===== src/rtl/hbfa_pkg.sv =====
package hbfa_pkg;

    localparam int REGION_COUNT_DEF = 16384;
    localparam int FRAMES_PER_REGION = 256;
    localparam int FRAME_BYTES = 4096;
    localparam int KIND_W = 3;
    localparam int ADDR_W = 35;
    localparam int WIDX_W = 16;
    localparam int WORD_W = 64;
    localparam int CNT_W = 23;
    localparam int REGION_W = 14;
    localparam int SUM_IDX_W = 8;
    localparam int MAP_ADDR_W = 16;
    localparam int ROOT_WORDS = 4;

    typedef enum logic [KIND_W-1:0] {
        K_LOAD  = 3'd0,
        K_INIT  = 3'd1,
        K_ALLOC = 3'd2,
        K_FREE  = 3'd3,
        K_COUNT = 3'd4,
        K_HIGH  = 3'd5
    } kind_t;

    typedef enum logic [3:0] {
        ST_CLEAR,
        ST_IDLE,
        ST_IN_CHK,
        ST_IN_SWEEP,
        ST_AR_LOAD,
        ST_AR_SCAN,
        ST_AS_WAIT,
        ST_AS_SCAN,
        ST_AW_WAIT,
        ST_FR_WAIT,
        ST_RF_RD,
        ST_RF_SW,
        ST_RESP
    } state_t;

    typedef struct packed {
        logic [KIND_W-1:0] kind;
        logic [ADDR_W-1:0] address;
        logic [WIDX_W-1:0] word_index;
        logic [WORD_W-1:0] word_value;
    } req_t;

    typedef struct packed {
        logic                  we;
        logic [MAP_ADDR_W-1:0] addr;
        logic [WORD_W-1:0]     allocated;
        logic [WORD_W-1:0]     usable;
    } map_req_t;

    typedef struct packed {
        logic                 we;
        logic [SUM_IDX_W-1:0] addr;
        logic [WORD_W-1:0]    wdata;
    } sum_req_t;

    typedef struct packed {
        logic             busy;
        logic             ready;
        logic [CNT_W-1:0] free_count;
        logic [CNT_W-1:0] managed_count;
    } status_t;

    function automatic logic [5:0] low_set(input logic [WORD_W-1:0] x);
        logic [5:0] n;
        n = 6'd0;
        for (int i = WORD_W - 1; i >= 0; i--) begin
            if (x[i]) begin
                n = 6'(i);
            end
        end
        return n;
    endfunction

    function automatic logic [6:0] ones(input logic [WORD_W-1:0] x);
        logic [6:0] n;
        n = 7'd0;
        for (int i = 0; i < WORD_W; i++) begin
            n = n + 7'(x[i]);
        end
        return n;
    endfunction

    function automatic logic [WORD_W-1:0] mask_ge(input logic [5:0] n);
        return {WORD_W{1'b1}} << n;
    endfunction

endpackage


===== src/rtl/hbfa_ctrl.sv =====
module hbfa_ctrl #(
    parameter int REGION_COUNT = hbfa_pkg::REGION_COUNT_DEF
) (
    input  logic                            clk,
    input  logic                            rst_n,
    input  logic                            req_valid,
    input  hbfa_pkg::req_t                  req,
    output logic                            req_ready,
    output logic                            rsp_valid,
    input  logic                            rsp_ready,
    output logic [hbfa_pkg::ADDR_W-1:0]     rsp_result,
    output logic                            rsp_fault,
    output hbfa_pkg::map_req_t              map_req,
    input  logic [2*hbfa_pkg::WORD_W-1:0]   map_rdata,
    output hbfa_pkg::sum_req_t              sum_req,
    input  logic [hbfa_pkg::WORD_W-1:0]     sum_rdata,
    output hbfa_pkg::status_t               status
);
    import hbfa_pkg::*;

    localparam int MAP_WORDS = REGION_COUNT * 4;
    localparam int MAP_AW = $clog2(MAP_WORDS);
    localparam logic [ADDR_W-1:0] MEM_LIMIT = ADDR_W'(REGION_COUNT) << 20;

    state_t                 state_reg, state_next;
    logic [MAP_AW-1:0]      clr_reg, clr_next;
    logic [MAP_AW:0]        sweep_reg, sweep_next;
    logic [ADDR_W-1:0]      addr_reg, addr_next;
    logic [ADDR_W-1:0]      res_reg, res_next;
    logic                   fault_reg, fault_next;
    logic [WORD_W-1:0]      root_reg [ROOT_WORDS];
    logic [WORD_W-1:0]      root_next [ROOT_WORDS];
    logic [CNT_W-1:0]       free_reg, free_next;
    logic [CNT_W-1:0]       managed_reg, managed_next;
    logic                   ready_reg, ready_next;
    logic [1:0]             ri_reg, ri_next;
    logic [WORD_W-1:0]      roots_reg, roots_next;
    logic [WORD_W-1:0]      regs_reg, regs_next;
    logic [SUM_IDX_W-1:0]   s_reg, s_next;
    logic [REGION_W-1:0]    region_reg, region_next;
    logic [1:0]             j_reg, j_next;
    logic [2:0]             k_reg, k_next;
    logic                   any_reg, any_next;
    logic [WORD_W-1:0]      sumw_reg, sumw_next;
    logic [CNT_W-1:0]       acc_reg, acc_next;

    logic [WORD_W-1:0]      usable_rd, alloc_rd;
    logic [REGION_W-1:0]    min_region;
    logic [SUM_IDX_W-1:0]   first_s;

    assign usable_rd = map_rdata[WORD_W-1:0];
    assign alloc_rd = map_rdata[2*WORD_W-1:WORD_W];
    assign min_region = addr_reg[33:20];
    assign first_s = addr_reg[33:26];

    assign rsp_result = res_reg;
    assign rsp_fault = fault_reg;
    assign status = '{busy: (state_reg == ST_CLEAR), ready: ready_reg,
                      free_count: free_reg, managed_count: managed_reg};

    always_ff @(posedge clk or negedge rst_n)
    begin
        if (!rst_n)
        begin
            state_reg <= ST_CLEAR;
            clr_reg <= '0;
            free_reg <= '0;
            managed_reg <= '0;
            ready_reg <= 1'b0;
            for (int i = 0; i < ROOT_WORDS; i++)
            begin
                root_reg[i] <= '0;
            end
        end
        else
        begin
            state_reg <= state_next;
            clr_reg <= clr_next;
            free_reg <= free_next;
            managed_reg <= managed_next;
            ready_reg <= ready_next;
            for (int i = 0; i < ROOT_WORDS; i++)
            begin
                root_reg[i] <= root_next[i];
            end
        end
    end

    always_ff @(posedge clk)
    begin
        sweep_reg <= sweep_next;
        addr_reg <= addr_next;
        res_reg <= res_next;
        fault_reg <= fault_next;
        ri_reg <= ri_next;
        roots_reg <= roots_next;
        regs_reg <= regs_next;
        s_reg <= s_next;
        region_reg <= region_next;
        j_reg <= j_next;
        k_reg <= k_next;
        any_reg <= any_next;
        sumw_reg <= sumw_next;
        acc_reg <= acc_next;
    end

    always_comb
    begin
        logic [MAP_AW-1:0]      w;
        logic [MAP_ADDR_W-1:0]  w16;
        logic                   any_v;
        logic [WORD_W-1:0]      sumw_v;
        logic [CNT_W-1:0]       acc_v;
        logic [WORD_W-1:0]      bits;
        logic [5:0]             b;
        logic [REGION_W-1:0]    region_v;
        logic [1:0]             j_v;
        logic [WORD_W-1:0]      new_sum;

        state_next = state_reg;
        clr_next = clr_reg;
        sweep_next = sweep_reg;
        addr_next = addr_reg;
        res_next = res_reg;
        fault_next = fault_reg;
        root_next = root_reg;
        free_next = free_reg;
        managed_next = managed_reg;
        ready_next = ready_reg;
        ri_next = ri_reg;
        roots_next = roots_reg;
        regs_next = regs_reg;
        s_next = s_reg;
        region_next = region_reg;
        j_next = j_reg;
        k_next = k_reg;
        any_next = any_reg;
        sumw_next = sumw_reg;
        acc_next = acc_reg;
        map_req = '0;
        sum_req = '0;
        req_ready = 1'b0;
        rsp_valid = 1'b0;
        w = '0;
        w16 = '0;
        any_v = 1'b0;
        sumw_v = '0;
        acc_v = '0;
        bits = '0;
        b = '0;
        region_v = '0;
        j_v = '0;
        new_sum = '0;

        case (state_reg)
            ST_CLEAR:
            begin
                map_req.we = 1'b1;
                map_req.addr = MAP_ADDR_W'(clr_reg);
                if (clr_reg == MAP_AW'(MAP_WORDS - 1))
                begin
                    state_next = ST_IDLE;
                end
                else
                begin
                    clr_next = clr_reg + 1'b1;
                end
            end
            ST_IDLE:
            begin
                req_ready = 1'b1;
                if (req_valid)
                begin
                    addr_next = req.address;
                    res_next = '0;
                    fault_next = 1'b0;
                    state_next = ST_RESP;
                    case (kind_t'(req.kind))
                        K_LOAD:
                        begin
                            if (ready_reg)
                            begin
                                fault_next = 1'b1;
                            end
                            else if ({1'b0, req.word_index} < 17'(MAP_WORDS))
                            begin
                                map_req.we = 1'b1;
                                map_req.addr = req.word_index;
                                map_req.usable = req.word_value;
                            end
                        end
                        K_INIT:
                        begin
                            if (ready_reg || req.address != '0)
                            begin
                                fault_next = 1'b1;
                            end
                            else
                            begin
                                state_next = ST_IN_CHK;
                            end
                        end
                        K_ALLOC:
                        begin
                            if (!ready_reg)
                            begin
                                fault_next = 1'b1;
                            end
                            else if (req.address[11:0] == '0 && req.address < MEM_LIMIT)
                            begin
                                ri_next = req.address[33:32];
                                state_next = ST_AR_LOAD;
                            end
                        end
                        K_FREE:
                        begin
                            if (!ready_reg)
                            begin
                                fault_next = 1'b1;
                            end
                            else if (req.address != '0 && req.address[11:0] == '0
                                     && req.address < MEM_LIMIT)
                            begin
                                map_req.addr = {req.address[33:20], req.address[19:18]};
                                region_next = req.address[33:20];
                                s_next = req.address[33:26];
                                state_next = ST_FR_WAIT;
                            end
                        end
                        K_COUNT:
                        begin
                            if (!ready_reg || req.address != '0)
                            begin
                                fault_next = 1'b1;
                            end
                            else
                            begin
                                res_next = ADDR_W'(free_reg);
                            end
                        end
                        K_HIGH:
                        begin
                            if (!ready_reg || req.address != '0)
                            begin
                                fault_next = 1'b1;
                            end
                            else if ((root_reg[1] | root_reg[2] | root_reg[3]) != '0)
                            begin
                                res_next = ADDR_W'(64'h1_0000_0000);
                            end
                            else
                            begin
                                res_next = ADDR_W'(64'h2000_0000);
                            end
                        end
                        default:
                        begin
                            fault_next = 1'b1;
                        end
                    endcase
                end
            end
            ST_IN_CHK:
            begin
                map_req.addr = '0;
                state_next = ST_IN_SWEEP;
                sweep_next = '0;
                acc_next = '0;
                any_next = 1'b0;
                sumw_next = '0;
            end
            ST_IN_SWEEP:
            begin
                if (sweep_reg < (MAP_AW + 1)'(MAP_WORDS))
                begin
                    map_req.addr = MAP_ADDR_W'(sweep_reg[MAP_AW-1:0]);
                end
                sweep_next = sweep_reg + 1'b1;
                if (sweep_reg == '0)
                begin
                    // word 0 comes back first: frame 0 must not be usable
                    if (usable_rd[0])
                    begin
                        fault_next = 1'b1;
                        state_next = ST_RESP;
                    end
                end
                else
                begin
                    w = MAP_AW'(sweep_reg - 1'b1);
                    w16 = MAP_ADDR_W'(w);
                    acc_v = acc_reg + CNT_W'(ones(usable_rd));
                    acc_next = acc_v;
                    any_v = any_reg | (usable_rd != '0);
                    any_next = any_v;
                    sumw_v = sumw_reg;
                    if (w16[1:0] == 2'd3)
                    begin
                        sumw_v[w16[7:2]] = any_v;
                        any_next = 1'b0;
                    end
                    sumw_next = sumw_v;
                    if (w16[7:0] == 8'hFF)
                    begin
                        sum_req.we = 1'b1;
                        sum_req.addr = w16[15:8];
                        sum_req.wdata = sumw_v;
                        root_next[w16[15:14]][w16[13:8]] = (sumw_v != '0);
                        sumw_next = '0;
                    end
                    if (sweep_reg == (MAP_AW + 1)'(MAP_WORDS))
                    begin
                        state_next = ST_RESP;
                        if (acc_v == '0)
                        begin
                            fault_next = 1'b1;
                        end
                        else
                        begin
                            ready_next = 1'b1;
                            free_next = acc_v;
                            managed_next = acc_v;
                            res_next = ADDR_W'(1);
                        end
                    end
                end
            end
            ST_AR_LOAD:
            begin
                roots_next = root_reg[ri_reg]
                    & ((ri_reg == addr_reg[33:32]) ? mask_ge(addr_reg[31:26]) : '1);
                state_next = ST_AR_SCAN;
            end
            ST_AR_SCAN:
            begin
                if (roots_reg == '0)
                begin
                    if (ri_reg == 2'd3)
                    begin
                        state_next = ST_RESP;
                    end
                    else
                    begin
                        ri_next = ri_reg + 1'b1;
                        state_next = ST_AR_LOAD;
                    end
                end
                else
                begin
                    b = low_set(roots_reg);
                    roots_next = roots_reg & (roots_reg - 1'b1);
                    s_next = {ri_reg, b};
                    sum_req.addr = {ri_reg, b};
                    state_next = ST_AS_WAIT;
                end
            end
            ST_AS_WAIT:
            begin
                regs_next = sum_rdata
                    & ((s_reg == first_s) ? mask_ge(addr_reg[25:20]) : '1);
                state_next = ST_AS_SCAN;
            end
            ST_AS_SCAN:
            begin
                if (regs_reg == '0)
                begin
                    state_next = ST_AR_SCAN;
                end
                else
                begin
                    region_v = {s_reg, low_set(regs_reg)};
                    regs_next = regs_reg & (regs_reg - 1'b1);
                    j_v = (region_v == min_region) ? addr_reg[19:18] : 2'd0;
                    region_next = region_v;
                    j_next = j_v;
                    map_req.addr = {region_v, j_v};
                    state_next = ST_AW_WAIT;
                end
            end
            ST_AW_WAIT:
            begin
                bits = usable_rd & ~alloc_rd
                    & ((region_reg == min_region && j_reg == addr_reg[19:18])
                       ? mask_ge(addr_reg[17:12]) : '1);
                if (bits != '0)
                begin
                    b = low_set(bits);
                    map_req.we = 1'b1;
                    map_req.addr = {region_reg, j_reg};
                    map_req.usable = usable_rd;
                    map_req.allocated = alloc_rd | (WORD_W'(1) << b);
                    if (free_reg != '0)
                    begin
                        free_next = free_reg - 1'b1;
                    end
                    res_next = ADDR_W'({region_reg, j_reg, b, 12'h000});
                    k_next = '0;
                    any_next = 1'b0;
                    state_next = ST_RF_RD;
                end
                else if (j_reg == 2'd3)
                begin
                    state_next = ST_AS_SCAN;
                end
                else
                begin
                    j_next = j_reg + 1'b1;
                    map_req.addr = {region_reg, j_reg + 2'd1};
                end
            end
            ST_FR_WAIT:
            begin
                b = addr_reg[17:12];
                if (usable_rd[b] && alloc_rd[b])
                begin
                    map_req.we = 1'b1;
                    map_req.addr = {region_reg, addr_reg[19:18]};
                    map_req.usable = usable_rd;
                    map_req.allocated = alloc_rd & ~(WORD_W'(1) << b);
                    if (free_reg < managed_reg)
                    begin
                        free_next = free_reg + 1'b1;
                    end
                    res_next = ADDR_W'(1);
                    k_next = '0;
                    any_next = 1'b0;
                    state_next = ST_RF_RD;
                end
                else
                begin
                    state_next = ST_RESP;
                end
            end
            ST_RF_RD:
            begin
                if (k_reg < 3'd4)
                begin
                    map_req.addr = {region_reg, k_reg[1:0]};
                end
                if (k_reg != '0)
                begin
                    any_next = any_reg | ((usable_rd & ~alloc_rd) != '0);
                end
                k_next = k_reg + 1'b1;
                if (k_reg == 3'd4)
                begin
                    sum_req.addr = s_reg;
                    state_next = ST_RF_SW;
                end
            end
            ST_RF_SW:
            begin
                new_sum = sum_rdata;
                new_sum[region_reg[5:0]] = any_reg;
                sum_req.we = 1'b1;
                sum_req.addr = s_reg;
                sum_req.wdata = new_sum;
                root_next[s_reg[7:6]][s_reg[5:0]] = (new_sum != '0);
                state_next = ST_RESP;
            end
            ST_RESP:
            begin
                rsp_valid = 1'b1;
                if (rsp_ready)
                begin
                    state_next = ST_IDLE;
                end
            end
            default:
            begin
                state_next = ST_IDLE;
            end
        endcase
    end

endmodule


===== config.mk =====
export PLATFORM = sky130hd
export DESIGN_NAME = hbfa_ctrl
export DESIGN_NICKNAME = d
export VERILOG_FILES = /design/src/rtl/hbfa_pkg.sv /design/src/rtl/hbfa_ctrl.sv
export SDC_FILE = /design/constraint.sdc
export NUM_CORES = 2
export LEC_CHECK = 0
export BUFFER_PORTS_ARGS = -buffer_cell sky130_fd_sc_hd__buf_2
export CORE_MARGIN = 3
export CORE_UTILIZATION = 50
export DETAILED_ROUTE_END_ITERATION = 7
export PLACE_DENSITY = 0.72
export SYNTH_ARGS = -nofsm -noshare
export SYNTH_HDL_FRONTEND = slang
export SYNTH_SLANG_ARGS = --single-unit

===== constraint.sdc =====
create_clock -name clk -period 16.3 [get_ports clk]
set_input_delay 3.26 -clock clk [delete_from_list [all_inputs] [get_ports clk]]
set_output_delay 3.26 -clock clk [all_outputs]
set_load 0.05 [all_outputs]

==> impl_results.md <==
* Status: complete, but fails checks
* Failing checks: DRC
* Syn Inst Count at 6108
* Worst r2r src: acc_reg[0]
* CTS root buffer: clkbuf_16
* Final setup viols at 0
* Worst Skew at 0.0417 ns
* DR vias at 58200
* Yosys top cell by area: edfxtp_1
* Tmin final at 13.00 ns
* Util after Layout at 56.9%
* Largest register FFs at 256
* Seq/Total Area, Yosys at 34.1%
* Synth area leaders: edfxtp_1 19%, dfrtp_1 16%, o21ai_0 6.5%
* Layout cells sized above 1 at 15.6%
* Total negative setup slack at 0 ns
* Register clock-pin slew on the reported worst setup and hold paths at 0.06 ns
* Final routed DRC violation total at 16
* Placed cells at 7689
* Switching Fraction at 52.2%
* DR vias/cell at 7.41
* Syn avg cell area at 8.47 um2
* Worst Path Arrival at 13.52 ns
* Die area at 107000 um2
* First-pass GRT wire length at 374000 um
* Nets at 6850
* Largest net degree at the start of global routing at 285
* Top cells by count, synth: 670 x o21ai_0, 629 x nor2_1, 407 x nand2_1
* DR iter-0 viols at 10200
* Drt total wl at 264000 um
* Mapped cell area at 51800 um2
* Site row count at 117
* Worst skew pair latency at 0.67 ns
* Top-count cell post-synth: o21ai_0
* Main synth FF type: dfrtp_1
* Area Growth Syn to Fin at 12.3%
* Worst Max-Slew Pin Slew at 1.43 ns
* Hold buffer count at cts at 0
* Worst EP required at 16.82 ns
* GRT Util Overall at 47.0%
* RSZ-0062 raised after global routing: no
* Top-area cell type share of the netlist area at 18.5%
* Worst-path maximum fanout at 26
* Slew HR at 4.64%
* Routed wire length per instance at 33.6 um
* Synth cell types at 95
* Clock power frac at 17.2%
* R2R Setup Slk at 6.67 ns
* Leakage at 19.9 nW
* Clock sinks at 642
* Final period util at 79.8%
* Path depth of the worst reg2reg path at 22
* Core Box Area at 102000 um2
* Vias in the first global route at 52900
* PostCTS Resize Cnt at 0
* CP Class: in2reg
* TritonRoute pass-1 iters at 8
* Peak VDD IR at 0.820 mV
* Internal Pwr Total at 4.85 mW
* H-tree depth at 3
* Total Power at 10.2 mW
* Synthesis-stage register bit count at 642
* IO buf count at 616
* Finished Layout Cells at 7859
* Hold WC Path Type: reg2reg
* Syn_nets at 6558
* Startpoint type of the worst setup path: primary input
* Antenna violations before repair at 49
* CP Capture Type: flop
* Fin. Hold Viols at 0
* Num CTS Buffers at 77
* Worst hold path cell count at 1
* Share of synthesized flip-flops with an asynchronous set or reset at 50.3%
* Detail Placement HPWL at 192000 um
* Setup Buffers After CTS at 0
* Initial core utilization at 50.7%
* Post-synth EDFFs at 319
* YS warnings at 0
* R2R Path End: free_reg[18]
* Max clock buf depth at 3
* Max Cap Viol at 0
* Routed Antenna Nets at 0
* WHS Endpoint: clr_reg[8]
* Max-slew violations at 0
* Hold Path Origin: clr_reg[8]
* CTS tree: yes
* Switching pwr at 5.30 mW
* Io pins at 618
* Die H at 328 um
* Width of the die at 328 um
* Max Clk Rate at 76.9 MHz
* Final GP Congestion at 1.08
* Flop pwr share at 23.6%
* Pwr dens at 175 nW/um2
* Gr ovfl total at 0
* Comb pwr share at 59.2%
## worst max path at each step
| stage | startpoint | endpoint | slack, ns | cells after the start |
|---|---|---|---|---|
| floorplan | map_rdata[59] | rsp_result[0] | 0.44 | 25 |
| CTS | map_rdata[35] | free_reg[18] | 3.50 | 26 |
| finish | map_rdata[39] | free_reg[18] | 3.30 | 26 |
| global route | map_rdata[39] | free_reg[18] | 3.03 | 26 |
| global placement | map_rdata[35] | free_reg[12] | 3.04 | 26 |
| detailed placement | map_rdata[35] | free_reg[18] | 2.95 | 26 |
## worst max-delay path, stage by stage
cell      delay, ns
buf_2          0.29
inv_1          0.13
fa_1           0.55
fa_1           0.46
fa_1           0.53
inv_1          0.05
fa_1           0.52
inv_1          0.07
fa_1           0.48
fa_1           0.55
fa_1           0.45
fa_1           0.50
inv_1          0.05
fa_1           0.43
fa_1           0.50
a211oi_1       0.35
o21bai_1       0.18
a311oi_2       0.62
nor2_1         0.14
xor2_1         0.20
or3_1          0.40
or3_1          0.40
o41ai_1        0.89
a211o_1        0.72
buf_4          0.40
mux2_2         0.37
## placed cells by master, fill, tap and decap left out, drive strengths merged, types with 108 or more instances in the layout
cell type,count
nand2,407
buf,711
edfxtp,319
o21ai,696
nor2,629
inv,212
nor4,139
nand3,208
dfrtp,323
a22oi,235
clkbuf,108
a32oi,256
a21oi,308
nor3,111
mux2i,121
o31ai,286
a22o,115
## logic make-up after synthesis
| logic type | synth area share [%] |
|---|---|
| AO/OA/AOI/OAI | 31.5 |
| XOR/XNOR | 1.91 |
| adder cells (fa/ha/maj) | 4.11 |
| buffers and inverters | 5.40 |
| flip-flops | 34.1 |
| multiplexers | 5.56 |
| other | 0.00725 |
| AND/OR/NAND/NOR | 17.4 |
## metal layers
| metal | GRT usage, % | share of wire [%] | vias to the layer above |
|---|---|---|---|
| li1 | - | - | 24400 |
| met1 | 59.1 | 36 | 28000 |
| met2 | 70.3 | 43 | 4736 |
| met3 | 13.6 | 13 | 1066 |
| met4 | 31.5 | 8.4 | 24 |
| met5 | 0 | 0.063 | - |
## cell type report
class	count	area [um2]
Multi-Input combinational cell	4758	31500
Clock inverter	33	339
Clock buffer	108	2160
Sequential cell	642	17700
Inverter	210	790
Timing Repair Buffer	711	3840
Antenna cell	29	72.6
Fill cell	9380	44100
Tap cell	1368	1710
## metrics by stage
step	hold slack (ns)	setup WS (ns)	area, um2
final	0.498	3.30	58100
after global routing	0.512	3.03	58100
after CTS	0.490	3.50	58000
after detailed placement	0.482	2.95	55500
after global placement	0.479	3.04	55500
after floorplan	0.458	0.442	51800
## power by group through the flow
stage / Clock (mW) / Combinational [mW] / Sequential [mW]
2_1_floorplan: 0 / 3.87 / 2.51
3_3_place_gp: 0 / 5.67 / 2.39
3_5_place_dp: 0 / 5.75 / 2.40
4_1_cts: 1.74 / 5.81 / 2.37
5_1_grt: 1.81 / 6.34 / 2.41
6_report: 1.75 / 6.01 / 2.39
No activity file was read; power rests on OpenSTA's default activity.
